<file path="config.mk">
export PLATFORM = sky130hd
export DESIGN_NAME = led_string_frame_transmitter
export DESIGN_NICKNAME = d
export VERILOG_FILES = /design/src/lsft_pkg.sv /design/src/lsft_regs.sv /design/src/lsft_engine.sv /design/src/led_string_frame_transmitter.sv
export SDC_FILE = /design/constraint.sdc
export NUM_CORES = 1
export LEC_CHECK = 0
export BUFFER_PORTS_ARGS = -buffer_cell sky130_fd_sc_hd__buf_4
export CAP_MARGIN = 5
export CELL_PAD_IN_SITES_DETAIL_PLACEMENT = 1
export CELL_PAD_IN_SITES_GLOBAL_PLACEMENT = 1
export CORE_MARGIN = 1.5
export CORE_UTILIZATION = 33
export DETAILED_ROUTE_END_ITERATION = 10
export PLACE_DENSITY = 0.6
export RECOVER_POWER = 50
export SYNTH_ARGS = -nofsm -noshare
export SYNTH_HDL_FRONTEND = slang
export SYNTH_HIERARCHICAL = 1
export SYNTH_SLANG_ARGS = --single-unit
</file>
<file path="constraint.sdc">
create_clock -name clk -period 4.79 [get_ports clk]
set_input_delay 0.958 -clock clk [delete_from_list [all_inputs] [get_ports clk]]
set_output_delay 0.958 -clock clk [all_outputs]
set_load 0.005 [all_outputs]
</file>
<file path="src/lsft_pkg.sv">
// lsft_pkg: types and constants shared by the led string frame transmitter
// no dependencies; imported by the register file, the line engine and the top level
`timescale 1ns / 1ps

package lsft_pkg;

	// register indexes on the configuration port
	localparam int unsigned RegUnitTicks    = 0;
	localparam int unsigned RegIntensityCap = 1;

	// reset values of the configuration registers
	localparam logic [15:0] UnitTicksReset    = 16'd10;
	localparam logic [7:0]  IntensityCapReset = 8'd204;

	// frame geometry
	localparam int unsigned FrameBits   = 26;
	localparam int unsigned BitsLeftW   = 5;
	localparam int unsigned UnitsPerSym = 3;

	// input item kinds
	localparam logic KindTick = 1'b0;
	localparam logic KindSend = 1'b1;

	// transmitter phase
	typedef enum logic [1:0] {
		PH_IDLE  = 2'd0,
		PH_START = 2'd1,
		PH_BITS  = 2'd2,
		PH_END   = 2'd3
	} phase_t;

	// configuration seen by the line engine
	typedef struct packed {
		logic [15:0] unit_ticks;
		logic [7:0]  intensity_cap;
	} cfg_t;

	// one input item
	typedef struct packed {
		logic       kind;
		logic [5:0] address;
		logic [7:0] intensity;
		logic [3:0] red;
		logic [3:0] green;
		logic [3:0] blue;
	} item_t;

	// one result item
	typedef struct packed {
		logic line;
		logic busy_res;
		logic accepted;
		logic frame_done;
	} res_t;

endpackage

</file>
<file path="src/lsft_regs.sv">
// lsft_regs: apb register file holding unit_ticks and intensity_cap
// depends on lsft_pkg for register indexes, reset values and cfg_t
`timescale 1ns / 1ps

module lsft_regs import lsft_pkg::*; (
	input  logic        clk,
	input  logic        arst_n,
	input  logic        psel,
	input  logic        penable,
	input  logic        pwrite,
	input  logic [2:0]  paddr,
	input  logic [31:0] pwdata,
	output logic [31:0] prdata,
	output logic        pready,
	output cfg_t        cfg
);

	logic [15:0] unit_ticks_q;
	logic [7:0]  intensity_cap_q;
	logic        wr_en;
	logic        reg_idx;

	assign pready  = 1'b1;
	assign wr_en   = psel & penable & pwrite & pready;
	assign reg_idx = paddr[2];

	// register writes in the access phase
	always_ff @(posedge clk or negedge arst_n) begin
		if (!arst_n) begin
			unit_ticks_q    <= UnitTicksReset;
			intensity_cap_q <= IntensityCapReset;
		end else if (wr_en) begin
			unique case (reg_idx)
				1'(RegUnitTicks):    unit_ticks_q    <= pwdata[15:0];
				1'(RegIntensityCap): intensity_cap_q <= pwdata[7:0];
				default: ;
			endcase
		end
	end

	// read mux
	always_comb begin
		unique case (reg_idx)
			1'(RegUnitTicks):    prdata = {16'd0, unit_ticks_q};
			1'(RegIntensityCap): prdata = {24'd0, intensity_cap_q};
			default:             prdata = 32'd0;
		endcase
	end

	assign cfg.unit_ticks    = unit_ticks_q;
	assign cfg.intensity_cap = intensity_cap_q;

endmodule

</file>
<file path="src/lsft_engine.sv">
// lsft_engine: line code state machine, one item per step
// depends on lsft_pkg for phase_t, cfg_t, item_t and res_t
`timescale 1ns / 1ps

module lsft_engine import lsft_pkg::*; (
	input  logic  clk,
	input  logic  arst_n,
	input  logic  step,
	input  item_t item,
	input  cfg_t  cfg,
	output res_t  res
);

	phase_t                 phase_q, phase_d;
	logic [FrameBits-1:0]   shift_q, shift_d;
	logic [BitsLeftW-1:0]   bits_left_q, bits_left_d;
	logic [1:0]             unit_q, unit_d;
	logic [15:0]            tick_q, tick_d;
	logic                   accepted_d;
	logic                   done_d;
	logic [15:0]            unit_len;
	logic                   unit_end;
	logic [7:0]             inten_capped;

	// zero length counts as one tick
	assign unit_len     = (cfg.unit_ticks == 16'd0) ? 16'd1 : cfg.unit_ticks;
	assign unit_end     = ({1'b0, tick_q} + 17'd1) >= {1'b0, unit_len};
	assign inten_capped = (item.intensity > cfg.intensity_cap) ? cfg.intensity_cap
	                                                           : item.intensity;

	// next state
	always_comb begin
		phase_d     = phase_q;
		shift_d     = shift_q;
		bits_left_d = bits_left_q;
		unit_d      = unit_q;
		tick_d      = tick_q;
		accepted_d  = 1'b0;
		done_d      = 1'b0;
		if (step) begin
			if (item.kind == KindSend) begin
				// requests while busy are dropped
				if (phase_q == PH_IDLE) begin
					shift_d     = {item.address, inten_capped, item.blue, item.green, item.red};
					phase_d     = PH_START;
					bits_left_d = '0;
					unit_d      = '0;
					tick_d      = '0;
					accepted_d  = 1'b1;
				end
			end else if (phase_q != PH_IDLE) begin
				if (!unit_end) begin
					tick_d = tick_q + 16'd1;
				end else begin
					tick_d = '0;
					unique case (phase_q)
						PH_START: begin
							phase_d     = PH_BITS;
							bits_left_d = BitsLeftW'(FrameBits);
							unit_d      = '0;
						end
						PH_BITS: begin
							if (unit_q == 2'(UnitsPerSym - 1)) begin
								unit_d      = '0;
								shift_d     = {shift_q[FrameBits-2:0], 1'b0};
								bits_left_d = bits_left_q - BitsLeftW'(1);
								if (bits_left_q == BitsLeftW'(1)) begin
									phase_d = PH_END;
								end
							end else begin
								unit_d = unit_q + 2'd1;
							end
						end
						PH_END: begin
							if (unit_q == 2'(UnitsPerSym - 1)) begin
								unit_d  = '0;
								phase_d = PH_IDLE;
								done_d  = 1'b1;
							end else begin
								unit_d = unit_q + 2'd1;
							end
						end
						default: ;
					endcase
				end
			end
		end
	end

	// state registers
	always_ff @(posedge clk or negedge arst_n) begin
		if (!arst_n) begin
			phase_q     <= PH_IDLE;
			shift_q     <= '0;
			bits_left_q <= '0;
			unit_q      <= '0;
			tick_q      <= '0;
		end else begin
			phase_q     <= phase_d;
			shift_q     <= shift_d;
			bits_left_q <= bits_left_d;
			unit_q      <= unit_d;
			tick_q      <= tick_d;
		end
	end

	// result of this step, from the updated state
	always_comb begin
		unique case (phase_d)
			PH_START: res.line = 1'b1;
			PH_BITS:  res.line = shift_d[FrameBits-1] ? (unit_d >= 2'd2) : (unit_d >= 2'd1);
			default:  res.line = 1'b0;
		endcase
		res.busy_res   = (phase_d != PH_IDLE);
		res.accepted   = accepted_d;
		res.frame_done = done_d;
	end

endmodule

</file>
<file path="src/led_string_frame_transmitter.sv">
// led_string_frame_transmitter: top level with input register, line engine and result register
// depends on lsft_pkg, lsft_regs and lsft_engine
// path: a transaction accepted on s_axis is captured in the input register s1, the engine
// steps once on it, and the result register s2 holds the result for m_axis (stages s1 and s2)
// throughput: one item per cycle unless m_axis stalls; the engine updates between s1 and s2
// every item gives exactly one result; a stalled master side holds the result and s1
// reset: arst_n clears the pipeline valids, the engine state (idle, line low) and loads
// unit_ticks = 10 and intensity_cap = 204
`timescale 1ns / 1ps

module led_string_frame_transmitter import lsft_pkg::*; (
	input  logic        clk,
	input  logic        arst_n,
	// apb configuration
	input  logic        psel,
	input  logic        penable,
	input  logic        pwrite,
	input  logic [2:0]  paddr,
	input  logic [31:0] pwdata,
	output logic [31:0] prdata,
	output logic        pready,
	// input items
	input  logic        s_axis_tvalid,
	output logic        s_axis_tready,
	input  logic [31:0] s_axis_tdata,  // address[5:0], intensity[13:6], red[17:14],
	                                   // green[21:18], blue[25:22], zero[31:26]
	input  logic        s_axis_tuser,  // kind[0]
	// result items
	output logic        m_axis_tvalid,
	input  logic        m_axis_tready,
	output logic [7:0]  m_axis_tdata,  // line[0], busy_res[1], accepted[2], zero[7:3]
	output logic        m_axis_tlast   // frame_done
);

	cfg_t  cfg;
	item_t item_s1;
	logic  valid_s1;
	res_t  res_comb;
	res_t  res_s2;
	logic  valid_s2;
	logic  adv_s2;
	logic  adv_s1;

	lsft_regs u_regs (
		.clk     (clk),
		.arst_n  (arst_n),
		.psel    (psel),
		.penable (penable),
		.pwrite  (pwrite),
		.paddr   (paddr),
		.pwdata  (pwdata),
		.prdata  (prdata),
		.pready  (pready),
		.cfg     (cfg)
	);

	// pipeline flow control
	assign adv_s2        = !valid_s2 || m_axis_tready;
	assign adv_s1        = valid_s1 && adv_s2;
	assign s_axis_tready = !valid_s1 || adv_s2;

	// input register
	always_ff @(posedge clk or negedge arst_n) begin
		if (!arst_n) begin
			valid_s1 <= 1'b0;
		end else if (s_axis_tready) begin
			valid_s1 <= s_axis_tvalid;
		end
	end

	always_ff @(posedge clk) begin
		if (s_axis_tready && s_axis_tvalid) begin
			item_s1.kind      <= s_axis_tuser;
			item_s1.address   <= s_axis_tdata[5:0];
			item_s1.intensity <= s_axis_tdata[13:6];
			item_s1.red       <= s_axis_tdata[17:14];
			item_s1.green     <= s_axis_tdata[21:18];
			item_s1.blue      <= s_axis_tdata[25:22];
		end
	end

	lsft_engine u_engine (
		.clk    (clk),
		.arst_n (arst_n),
		.step   (adv_s1),
		.item   (item_s1),
		.cfg    (cfg),
		.res    (res_comb)
	);

	// result register
	always_ff @(posedge clk or negedge arst_n) begin
		if (!arst_n) begin
			valid_s2 <= 1'b0;
		end else if (adv_s2) begin
			valid_s2 <= valid_s1;
		end
	end

	always_ff @(posedge clk) begin
		if (adv_s1) begin
			res_s2 <= res_comb;
		end
	end

	assign m_axis_tvalid = valid_s2;
	assign m_axis_tdata  = {5'd0, res_s2.accepted, res_s2.busy_res, res_s2.line};
	assign m_axis_tlast  = res_s2.frame_done;

endmodule

</file>
# == After elaboration in Yosys (flattened, before gate mapping) ==
# Cells that the tools add are included.
# op_classes
order_cmp,4
n_addsub,4
muxes,40
bitwise_logic,6
n_mul,0
n_reduce_logical,22
n_eq_ne,9
div,0
shift,0
# op_table
cell,n
2-to-1 mux 26 bit,7
2-to-1 mux 16 bit,5
case mux 32 bit (2 select lines),1
2-to-1 mux 2 bit,14
2-to-1 mux 5 bit,5
"adder 16 x 1 -> 17 bit, second input constant",1
>= comparator 17 x 16 -> 1 bit,1
"adder 16 x 1 -> 16 bit, second input constant",1
logical NOT 16 bit,1
AND reduction 6 bit,2
nonzero test 2 bit,6
case mux 5 bit (2 select lines),1
"== test 2 bit, second input constant",4
greater-than comparator 8 bit,1
2-to-1 mux 8 bit,1
case mux 2 bit (3 select lines),1
"== test 5 x 1 -> 1 bit, second input constant",1
"subtractor 5 x 1 -> 5 bit, second input constant",1
"== test 2 x 1 -> 1 bit, second input constant",2
inverter 1 bit,4
case mux 2 bit (2 select lines),1
AND reduction 2 bit,2
OR reduction 4 bit,1
2-to-1 mux 1 bit,3
14 further kinds,18
# totals
elab_cells,105
input_bits,75
rom_bits,0
ramBits,0
out_inout_bits,44
latch_bits,0
memories,0
register_bits,108

# == Logic depth before layout (Yosys ltp) ==
# Gate-level depths: netlist (run 1).
# logic_depth
depth_word,10
depth_mapped,18
mapped_depth_nobuf,16

# == By module ==
# Netlist (run 1), hierarchy kept.
# by_module_without_submodules
module,cells_per_inst,area_per_inst_um2,n_inst,seq_area_each_um2
lsft_engine,371,3758.6,1,1276.2
lsft_regs,88,1255.0,1,608.1
led_string_frame_transmitter,45,1076.0,1,980.9

# == Least setup slack after synthesis (run 1) ==
# Ideal clock, no wire load.
# synth_path
kind,reg2reg
startpoint,register u_engine.tick_q[0]
endpoint,"register res_s2 (netlist bit m_axis_tdata[0]), data pin"
path_slack_ps,997
required_time_ps,4528
stages_incl_launch_ff,18
arrival_time_ps,3531
synth_period_minus_slack_ps,3793
n_path_buf,2
setup_time_ps,262
path_cell_list,dfrtp_1 ha_1 nand3_1 or3_1 buf_6 xnor2_1 ha_1 and4_1 nor3b_1 a311o_1 a211o_1 buf_6 nand4_1 nor2_1 a21o_1 ha_1 a311oi_1 a21oi_1
# synth_lines
element,line_no,rtl
"start, declared",lsft_engine.sv:18,"logic [15:0] tick_q, tick_d;"
"start signal, assigned",lsft_engine.sv:103,tick_q <= tick_d;
"end signal, assigned",led_string_frame_transmitter.sv:102,res_s2 <= res_comb;
"end, declared",led_string_frame_transmitter.sv:39,res_t res_s2;

==> impl_metrics.env, run 1 <==
export IMPL_path_cells="ha_1, nand3_1, or3_1, nor2_1, xor2_1, ha_1, and4_1, a41oi_1, a21oi_1, a211o_1, nand2_1, or3b_2, and3_1, ha_1, o21ai_0, a21oi_1"
export IMPL_numPortBuffers=72
export IMPL_fp_dieH_um=139
export IMPL_ioPinCount=119
export IMPL_end_kind="flip-flop"
export IMPL_utilization_pct=38.6
export IMPL_synth_cell_type_count=63
export IMPL_timing_final_crit_share_pct=90.3
export IMPL_critPathRequiredTime_ns=4.89
export IMPL_setup_viol=0
export IMPL_design_area_um2=6960
export IMPL_ant_nets=0
export IMPL_syn_inst=504
export IMPL_first_global_vias=4452
export IMPL_vias=4009
export IMPL_drive_gt1_share_pct=29.6
export IMPL_die_area_um2=19300
export IMPL_fin_cells=800
export IMPL_dr_pass1_iters=4
export IMPL_leakagePower_nw=3.27
export IMPL_max_clock_freq_mhz=231
export IMPL_clockRootBuffer="clkbuf_16"
export IMPL_gp_congestion=0.796
export IMPL_grtUsageTotal_pct=14.8
export IMPL_worst_skew_pair_late_latency_ns=0.35
export IMPL_crit_family="simple AND/OR/NAND/NOR gates"
export IMPL_cts_resized=0
export IMPL_slowest_delay_ns=0.51
export IMPL_violations="max-capacitance violations, max-slew violations"
export IMPL_vias_per_cell=5.01
export IMPL_synth_edff_count=31
export IMPL_cts_clk_slew_worst_paths_ns=0.08
export IMPL_cts_made_buffers=9
export IMPL_rr_worst_depth=16
export IMPL_hp_start="valid_s1"
export IMPL_post_cts_buffers=0
export IMPL_grt_ovfl_total=0
export IMPL_finalHoldViolCount=0
export IMPL_finalSetupTns_ns=0
export IMPL_synth_warning_count=6
export IMPL_placed_cells=785
export IMPL_critPathBufInv=0
export IMPL_synthArstFlopShare_pct=71.3
export IMPL_yosysSeqAreaShare_pct=47.1
export IMPL_cts_tree="built"
export IMPL_synthFlopType="dfrtp_1"
export IMPL_worstMarginPinSlew_ns=2.03
export IMPL_p_comb_share_pct=19.1
export IMPL_core_area_um2=18000
export IMPL_swShare_pct=27.5
export IMPL_critPathMaxFanout=6
export IMPL_skew_ns=0.0111
export IMPL_power_internal_mw=1.68
export IMPL_nets=674
export IMPL_post_route_drc_count=0
export IMPL_ir_drop_mv=0.174
export IMPL_total_power_mw=2.32
export IMPL_area_growth_pct=14.3
export IMPL_cts_hold_buf=0
export IMPL_hpwl_mm=9.79
export IMPL_wl_per_cell_um=16.8
export IMPL_fillers=1955
export IMPL_antenna_found_initial=0
export IMPL_clockPowerShare_pct=32.4
export IMPL_routed_wl_mm=13.5
export IMPL_cp_arrival_ns=4.43
export IMPL_antennaDiodeCount=0
export IMPL_p_seq_share_pct=48.4
export IMPL_drt_initial_drc_count=107
export IMPL_worst_slack_ns=0.462
export IMPL_rsz0062_at_grt="no"
export IMPL_holdCritPathClass="flip-flop to flip-flop"
export IMPL_relSlewSlack_pct=-35.1
export IMPL_grt_max_degree=78
export IMPL_drv_slew=106
export IMPL_synth_seq_cells=108
export IMPL_h_tree_depth=3
export IMPL_clock_sinks=108
export IMPL_holdPathEnd="m_axis_tvalid"
export IMPL_pre_cts_slack_ns=0.440
export IMPL_clockBufferDepth=2
export IMPL_status="finished with violations"
export IMPL_dpl_cell_area_um2=6690
export IMPL_grt_pass1_wl_mm=22.9
export IMPL_initial_core_util_pct=33.8
export IMPL_startpoint="u_engine/tick_q[0]"
export IMPL_critPathKind="flip-flop to flip-flop"
export IMPL_start_kind="flip-flop"
export IMPL_placementRows=49
export IMPL_power_density_nw_per_um2=333
export IMPL_die_x_um=139
export IMPL_syn_area_um2=6090
export IMPL_cp_slowest_cell="or3b_2"
export IMPL_syn_area_per_cell_um2=12.1
export IMPL_drv_cap=2
export IMPL_fin_crit_ns=4.33
export IMPL_worst_path_most_repeated_cell="ha_1"
export IMPL_reg2reg_from="u_engine/tick_q[0]"
export IMPL_min_path_cells=1
export IMPL_p_sw_uw=637
export IMPL_hold_slack_ns=0.505
export IMPL_r2r_slack_ns=0.46
export IMPL_rr_endpoint="m_axis_tdata[0]"
worst reg2reg max path, cell delays in order, from the launching register on:
cell and delay (ns):
dfrtp_1 0.45, ha_1 0.28, nand3_1 0.13, or3_1 0.47
nor2_1 0.17, xor2_1 0.26, ha_1 0.19, and4_1 0.19
a41oi_1 0.13, a21oi_1 0.22, a211o_1 0.26, nand2_1 0.10
or3b_2 0.51, and3_1 0.22, ha_1 0.19, o21ai_0 0.24
a21oi_1 0.07
cell usage in the layout, fill, tap and decap left out, types with 6 or more instances in the layout:
| cell | n |
|---|---|
| a21oi_1 | 13 |
| o21ai_0 | 13 |
| clkbuf_16 | 9 |
| ha_1 | 32 |
| conb_1 | 22 |
| nor3_1 | 6 |
| nand2_1 | 23 |
| nor2b_1 | 13 |
| inv_1 | 33 |
| o2bb2ai_1 | 9 |
| a21o_1 | 7 |
| mux2i_1 | 10 |
| mux2_2 | 28 |
| dfstp_2 | 6 |
| a22o_1 | 28 |
| xnor2_1 | 8 |
| xor2_1 | 6 |
| edfxtp_1 | 31 |
| clkbuf_4 | 28 |
| buf_4 | 47 |
| nand3_1 | 11 |
| mux2_4 | 29 |
| dfrtp_1 | 71 |
| nor2_1 | 14 |
synthesized netlist by cell type, drive strengths merged, types with 4 or more instances:
cell      n  area share, %
nand4     5           0.62
nor4      5           0.51
nor3b     5           0.62
nor2     14           0.86
a21oi    13            1.1
a21o      7           0.86
and2      4           0.45
dfstp     6            2.6
a22o     29            4.2
nand2    23            1.4
xor2      6           0.86
xnor2     8            1.2
nand3    12            1.1
and3      5           0.51
ha       32            6.6
o21ai    13            1.1
clkbuf    4           0.25
mux2     57             12
mux2i    10            1.6
edfxtp   31             15
dfrtp    71             29
inv      33            2.0
nor3      7           0.58
nor2b    13            1.3
buf      39            5.3
and4      4           0.60
o2bb2ai   9            1.3
power by group through the flow:
stage | Combinational [mW] | Sequential (mW) | Clock, mW
after floorplan | 0.303 | 1.11 | 0
after global placement | 0.435 | 1.14 | 0
after detailed placement | 0.453 | 1.14 | 0
after CTS | 0.456 | 1.13 | 0.790
after global routing | 0.502 | 1.14 | 0.816
final | 0.444 | 1.12 | 0.752
metal layers:
metal / track usage, % / vias to the layer above / share of wire (%) / routed length [um]
met5: 0 / - / 0 / 0
met4: 3.45 / 0 / 0.96 / 129
met3: 3.66 / 9 / 3.0 / 409
met2: 26.8 / 57 / 52 / 6970
met1: 17.7 / 2033 / 44 / 5960
li1: - / 1910 / - / -
area by class of cell:
class                   count  area [um2]  share of cell area, %
flip-flops and latches    108        2870                   41.2
multi-input cells         338        2820                   40.6
repair buffers             76         568                   8.16
well taps                 229         287                   4.12
clock buffers              10         229                   3.29
inverters                  34         128                   1.83
clock inverters             5        60.1                  0.863
cell families after synthesis:
| group | share of synthesized area, % |
|---|---|
| simple gates | 11.1 |
| flops | 47.1 |
| compound gates | 11.5 |
| buf+inv | 7.66 |
| mux | 14.0 |
| fa+ha+maj | 6.57 |
| xor+xnor | 2.01 |
| other cells | 0.185 |
worst max path at each step:
| stage | depth (start not counted) | endpoint |
|---|---|---|
| floorplan | 17 | m_axis_tdata[0] |
| global placement | 15 | m_axis_tdata[0] |
| detailed placement | 16 | m_axis_tdata[0] |
| CTS | 16 | m_axis_tdata[0] |
| global route | 16 | m_axis_tdata[0] |
| finish | 16 | m_axis_tdata[0] |
flip-flops by register name, summed over array words and instances (netlist names), 3 cells and up:
name	cells
u_regs/unit_ticks_q	16
u_engine/shift_q	26
m_axis_tdata	3
u_regs/intensity_cap_q	8
u_engine/tick_q	16
u_engine/bits_left_q	5
item_s1	27
(Power assumes the default switching activity.)
==> inputs of run 2 (changes only) <==
PLACE_DENSITY = unset   (was 0.6)
PLACE_DENSITY_LB_ADDON = 0.1   (was unset)
==> run 2 against run 1 <==
The flow still finishes with violations (max-capacitance violations, max-slew violations). Clock skew grew 0.0028 ns. First-iteration DRC count rose by 33%. Sequential share of layout area about the same. Global-route usage is 0.23 points lower. Via count grew 0.12%. Sequential cell count stayed put. Die area is the same.
==> impl_metrics.env, run 2 (synthesis results as in run 1) <==
export IMPL_largest_reg_flops=27
export IMPL_setup_viol=0
export IMPL_area_growth_pct=14.3
export IMPL_rsz0062_at_grt="no"
export IMPL_placementRows=49
export IMPL_cp_depth=15
export IMPL_final_common_cell="dfrtp_1"
export IMPL_vias=4014
export IMPL_ir_drop_mv=0.204
export IMPL_path_cells="ha_1, nand3_1, or3_1, xnor2_1, ha_1, and4_1, nor3b_1, a311o_1, a211o_1, nand4_1, nor2_1, a21o_1, ha_1, a311oi_1, a21oi_1"
export IMPL_p_seq_share_pct=48.6
export IMPL_timing_final_crit_share_pct=92.6
export IMPL_drive_gt1_share_pct=29.3
export IMPL_routed_wl_mm=13.5
export IMPL_dpl_cell_area_um2=6690
export IMPL_initial_core_util_pct=33.8
export IMPL_cts_hold_buf=0
export IMPL_numPortBuffers=72
export IMPL_power_density_nw_per_um2=333
export IMPL_first_global_vias=4304
export IMPL_cts_resized=0
export IMPL_status="finished with violations"
export IMPL_fp_dieH_um=139
export IMPL_die_x_um=139
export IMPL_critPathRequiredTime_ns=4.90
export IMPL_p_sw_uw=673
export IMPL_ant_nets=0
export IMPL_drt_initial_drc_count=142
export IMPL_wl_met3_um=457
export IMPL_start_kind="flip-flop"
export IMPL_critPathMaxFanout=10
export IMPL_worstMarginPinSlew_ns=2.81
export IMPL_antenna_found_initial=0
export IMPL_post_cts_buffers=0
export IMPL_max_clock_freq_mhz=226
export IMPL_die_area_um2=19300
export IMPL_finalSetupTns_ns=0
export IMPL_vias_per_cell=5.00
export IMPL_cp_slowest_cell="or3_1"
export IMPL_grtUsageTotal_pct=14.6
export IMPL_gp_congestion=0.779
export IMPL_crit_family="compound AO/OA/AOI/OAI gates"
export IMPL_startpoint="u_engine/tick_q[0]"
export IMPL_slowest_delay_ns=0.47
export IMPL_skew_ns=0.0139
export IMPL_power_internal_mw=1.64
export IMPL_hpwl_mm=9.72
export IMPL_rr_endpoint="m_axis_tdata[0]"
export IMPL_wl_per_cell_um=16.9
export IMPL_antennaDiodeCount=0
export IMPL_holdCritPathClass="flip-flop to flip-flop"
export IMPL_wl_met2_mm=6.69
export IMPL_worst_path_most_repeated_cell="ha_1"
export IMPL_rr_worst_depth=15
export IMPL_clock_sinks=108
export IMPL_regMostFlops="item_s1"
export IMPL_post_route_drc_count=0
export IMPL_finalHoldViolCount=0
export IMPL_worst_skew_pair_late_latency_ns=0.36
export IMPL_grt_pass1_wl_mm=22.3
export IMPL_highest_layer="met4"
export IMPL_critPathBufInv=0
export IMPL_violations="max-capacitance violations, max-slew violations"
export IMPL_critPathKind="flip-flop to flip-flop"
export IMPL_p_comb_share_pct=19.1
export IMPL_top_regs="item_s1: 27 flops, u_engine/shift_q: 26 flops"
export IMPL_cts_made_buffers=9
export IMPL_drv_cap=2
export IMPL_cp_arrival_ns=4.54
export IMPL_drv_slew=78
export IMPL_leakagePower_nw=3.27
export IMPL_nets=675
export IMPL_core_area_um2=18000
export IMPL_r2r_slack_ns=0.36
export IMPL_grt_max_degree=50
export IMPL_design_area_um2=6960
export IMPL_cts_tree="built"
export IMPL_end_kind="flip-flop"
export IMPL_dr_pass1_iters=4
export IMPL_wirelength_met1_mm=6.18
export IMPL_fillers=2013
export IMPL_clockRootBuffer="clkbuf_16"
export IMPL_grt_ovfl_total=0
export IMPL_clockPowerShare_pct=32.3
export IMPL_fin_crit_ns=4.43
export IMPL_h_tree_depth=3
export IMPL_endpoint="m_axis_tdata[0]"
export IMPL_clockBufferDepth=2
export IMPL_cts_clk_slew_worst_paths_ns=0.08
export IMPL_layout_common_cells="dfrtp_1 (71), buf_4 (47), inv_1 (33)"
export IMPL_relSlewSlack_pct=-87.0
export IMPL_swShare_pct=29.1
export IMPL_ioPinCount=119
export IMPL_reg2reg_from="u_engine/tick_q[0]"
[run 2: power by group through the flow]
stage	combinational, mW	sequential, mW	clock (mW)
3_3_place_gp	0.442	1.14	0
5_1_grt	0.495	1.14	0.815
2_1_floorplan	0.303	1.11	0
6_report	0.443	1.12	0.747
4_1_cts	0.457	1.13	0.783
3_5_place_dp	0.454	1.14	0
[run 2: cell type report]
type | instances | area, um2 | share of cell area (%)
well taps | 229 | 287 | 4.12
clock inverters | 7 | 66.3 | 0.953
flip-flops and latches | 108 | 2870 | 41.2
clock buffers | 9 | 225 | 3.24
repair buffers | 77 | 568 | 8.16
inverters | 34 | 128 | 1.83
multi-input cells | 338 | 2820 | 40.5
[run 2: stage by stage]
stage          worst slack, ns  hold WS (ns)  util, %  cells  total power [mW]
4_1_cts                  0.325         0.515     38.7    802              2.37
3_5_place_dp             0.354         0.494     37.1    786              1.60
3_3_place_gp             0.422         0.491     37.1    786              1.58
2_1_floorplan            0.997         0.457        -    523              1.41
6_report                 0.356         0.511     38.6    802              2.31
5_1_grt                 0.0859         0.526     38.6    802              2.45
[run 2: metal layers]
metal  GRT usage, %  up-vias
met5              0        -
met4           4.00        0
met3           4.04       14
met2           24.5       69
met1           18.5     2025
li1               -     1906
[run 2: worst min path at each step]
stage                                    start                   end  slack (ns)  cells past startpoint
final                                 valid_s1         m_axis_tvalid        0.51                      1
after global routing      u_engine/shift_q[17]  u_engine/shift_q[17]        0.53                      1
after CTS                 u_engine/shift_q[24]  u_engine/shift_q[24]        0.51                      1
after detailed placement  u_engine/shift_q[24]  u_engine/shift_q[24]        0.49                      1
after global placement     u_engine/shift_q[0]   u_engine/shift_q[0]        0.49                      1
after floorplan            u_engine/shift_q[0]   u_engine/shift_q[0]        0.46                      1
==> inputs of run 3 (changes only) <==
CELL_PAD_IN_SITES_DETAIL_PLACEMENT = 0   (was 1)
SKIP_LAST_GASP = 1   (was unset)
==> run 3 against run 2 <==
The run still ends with max-capacitance violations, max-slew violations left. Via count fell by 1.8%. Design area down 0.16%. First-iteration DRC count up 15%. Sequential power barely moved. Global-route usage decreased by 0.92 points. Largest power group unchanged. Largest cell class unchanged. Maximum frequency rose by 1.3%. Count of clock-buffer cells in the layout is the same. Sequential cell count did not move. Clock power is 2% lower.
==> impl_metrics.env, run 3 (synthesis results as in run 1) <==
export IMPL_worst_skew_pair_late_latency_ns=0.36
export IMPL_max_clock_freq_mhz=228
export IMPL_hpwl_mm=9.02
export IMPL_grt_pass1_wl_mm=21.0
export IMPL_die_area_um2=19300
export IMPL_antenna_found_initial=0
export IMPL_total_power_mw=2.29
export IMPL_cts_tree="built"
export IMPL_top_regs="item_s1: 27 flops, u_engine/shift_q: 26 flops"
export IMPL_violations="max-capacitance violations, max-slew violations"
export IMPL_critPathKind="flip-flop to flip-flop"
export IMPL_skew_ns=0.00883
export IMPL_cts_resized=0
export IMPL_cp_arrival_ns=4.48
export IMPL_path_cells="ha_1, nand3_1, or3_1, xnor2_1, ha_1, and4_1, nor3b_1, a311o_1, a211o_1, nand2_1, or3b_2, and3_1, ha_1, o21ai_0, a21oi_1"
export IMPL_slowest_delay_ns=0.50
export IMPL_routed_wl_mm=12.8
export IMPL_worstMarginPinSlew_ns=2.78
export IMPL_drv_slew=78
export IMPL_initial_core_util_pct=33.8
export IMPL_pre_cts_slack_ns=0.415
export IMPL_clock_sinks=108
export IMPL_cts_clk_slew_worst_paths_ns=0.08
export IMPL_drive_gt1_share_pct=29.2
export IMPL_cts_hold_buf=0
export IMPL_area_growth_pct=14.1
export IMPL_placementRows=49
export IMPL_fp_dieH_um=139
export IMPL_p_sw_uw=657
export IMPL_first_global_vias=4148
export IMPL_ioPinCount=119
export IMPL_ir_drop_mv=0.198
export IMPL_h_tree_depth=3
export IMPL_grtUsageTotal_pct=13.7
export IMPL_nets=675
export IMPL_p_seq_share_pct=49.0
export IMPL_clockPowerShare_pct=32.1
export IMPL_grt_max_degree=50
export IMPL_timing_final_crit_share_pct=91.4
export IMPL_hold_slack_ns=0.504
export IMPL_antennaDiodeCount=0
export IMPL_dr_pass1_iters=4
export IMPL_p_comb_share_pct=18.9
export IMPL_utilization_pct=38.5
export IMPL_gp_congestion=0.779
export IMPL_critPathRequiredTime_ns=4.90
export IMPL_holdCritPathClass="flip-flop to flip-flop"
export IMPL_regMostFlops="item_s1"
export IMPL_drt_initial_drc_count=164
export IMPL_critPathBufInv=0
export IMPL_clockRootBuffer="clkbuf_16"
export IMPL_finalHoldViolCount=0
export IMPL_final_common_cell="dfrtp_1"
export IMPL_post_route_drc_count=0
export IMPL_status="finished with violations"
export IMPL_power_density_nw_per_um2=330
export IMPL_clockBufferDepth=2
export IMPL_layout_common_cells="dfrtp_1 (71), buf_4 (46), inv_1 (33)"
export IMPL_start_kind="flip-flop"
export IMPL_vias_per_cell=4.92
export IMPL_cp_slowest_cell="or3b_2"
export IMPL_cts_made_buffers=9
export IMPL_worst_slack_ns=0.412
export IMPL_setup_viol=0
export IMPL_wl_per_cell_um=15.9
export IMPL_fin_crit_ns=4.38
export IMPL_relSlewSlack_pct=-85.5
export IMPL_swShare_pct=28.6
export IMPL_rsz0062_at_grt="no"
export IMPL_leakagePower_nw=3.26
export IMPL_crit_family="simple AND/OR/NAND/NOR gates"
export IMPL_critPathMaxFanout=10
export IMPL_numPortBuffers=72
export IMPL_vias=3941
export IMPL_largest_reg_flops=27
export IMPL_finalSetupTns_ns=0
export IMPL_drv_cap=2
export IMPL_post_cts_buffers=0
export IMPL_worst_path_most_repeated_cell="ha_1"
export IMPL_grt_ovfl_total=0
export IMPL_core_area_um2=18000
export IMPL_end_kind="flip-flop"
export IMPL_ant_nets=0
export IMPL_power_internal_mw=1.64
export IMPL_die_x_um=139
-- run 3: stage by stage --
| step | cells | instance area, um2 |
|---|---|---|
| after CTS | 801 | 6980 |
| after detailed placement | 786 | 6690 |
| final | 801 | 6950 |
| after global placement | 786 | 6690 |
| after floorplan | 523 | 6160 |
| after global routing | 801 | 6950 |
-- run 3: routing by layer --
layer	GRT usage, %	vias up	wire (um)
li1	-	1903	-
met1	17.2	1942	5890
met2	23.2	75	6210
met3	3.21	21	451
met4	4.33	0	217
met5	0	-	0
-- run 3: final timing paths --
| kind | startpoint | to | slack (ns) | cells after the start |
|---|---|---|---|---|
| setup reg to reg | u_engine/tick_q[0] | m_axis_tdata[0] | 0.41 | 15 |
| max in group asynchronous | arst_n | u_engine/shift_q[15] | 1.39 | 2 |
| hold / removal | u_engine/shift_q[0] | u_engine/shift_q[0] | 0.50 | 1 |
| min in group asynchronous | arst_n | u_engine/bits_left_q[0] | 1.47 | 1 |
| setup / recovery | u_engine/tick_q[0] | m_axis_tdata[0] | 0.41 | 15 |
| hold reg to reg | u_engine/shift_q[0] | u_engine/shift_q[0] | 0.50 | 1 |
-- run 3: area by class of cell --
| type | instances | area [um2] |
|---|---|---|
| Fill cell | 1793 | 11100 |
| Sequential cell | 108 | 2870 |
| Multi-Input combinational cell | 338 | 2810 |
| Timing Repair Buffer | 77 | 568 |
| Tap cell | 229 | 287 |
| Clock buffer | 9 | 225 |
| Inverter | 34 | 128 |
| Clock inverter | 6 | 61.3 |
-- run 3: power groups by stage --
| stage | logic, mW | clock network (mW) | registers (mW) |
|---|---|---|---|
| 6_report | 0.434 | 0.735 | 1.12 |
| 5_1_grt | 0.488 | 0.796 | 1.14 |
| 3_3_place_gp | 0.442 | 0 | 1.14 |
| 4_1_cts | 0.447 | 0.770 | 1.12 |
| 3_5_place_dp | 0.444 | 0 | 1.14 |
| 2_1_floorplan | 0.303 | 0 | 1.11 |
-- run 3: worst reg2reg max path, delay by kind of cell, from the launching register on --
| family | cells | cell delay, ns |
|---|---|---|
| adder cells (fa/ha/maj) | 3 | 0.88 |
| XOR/XNOR | 1 | 0.20 |
| AO/OA/AOI/OAI | 4 | 0.70 |
| AND/OR/NAND/NOR | 7 | 1.88 |
| flip-flops | 1 | 0.45 |
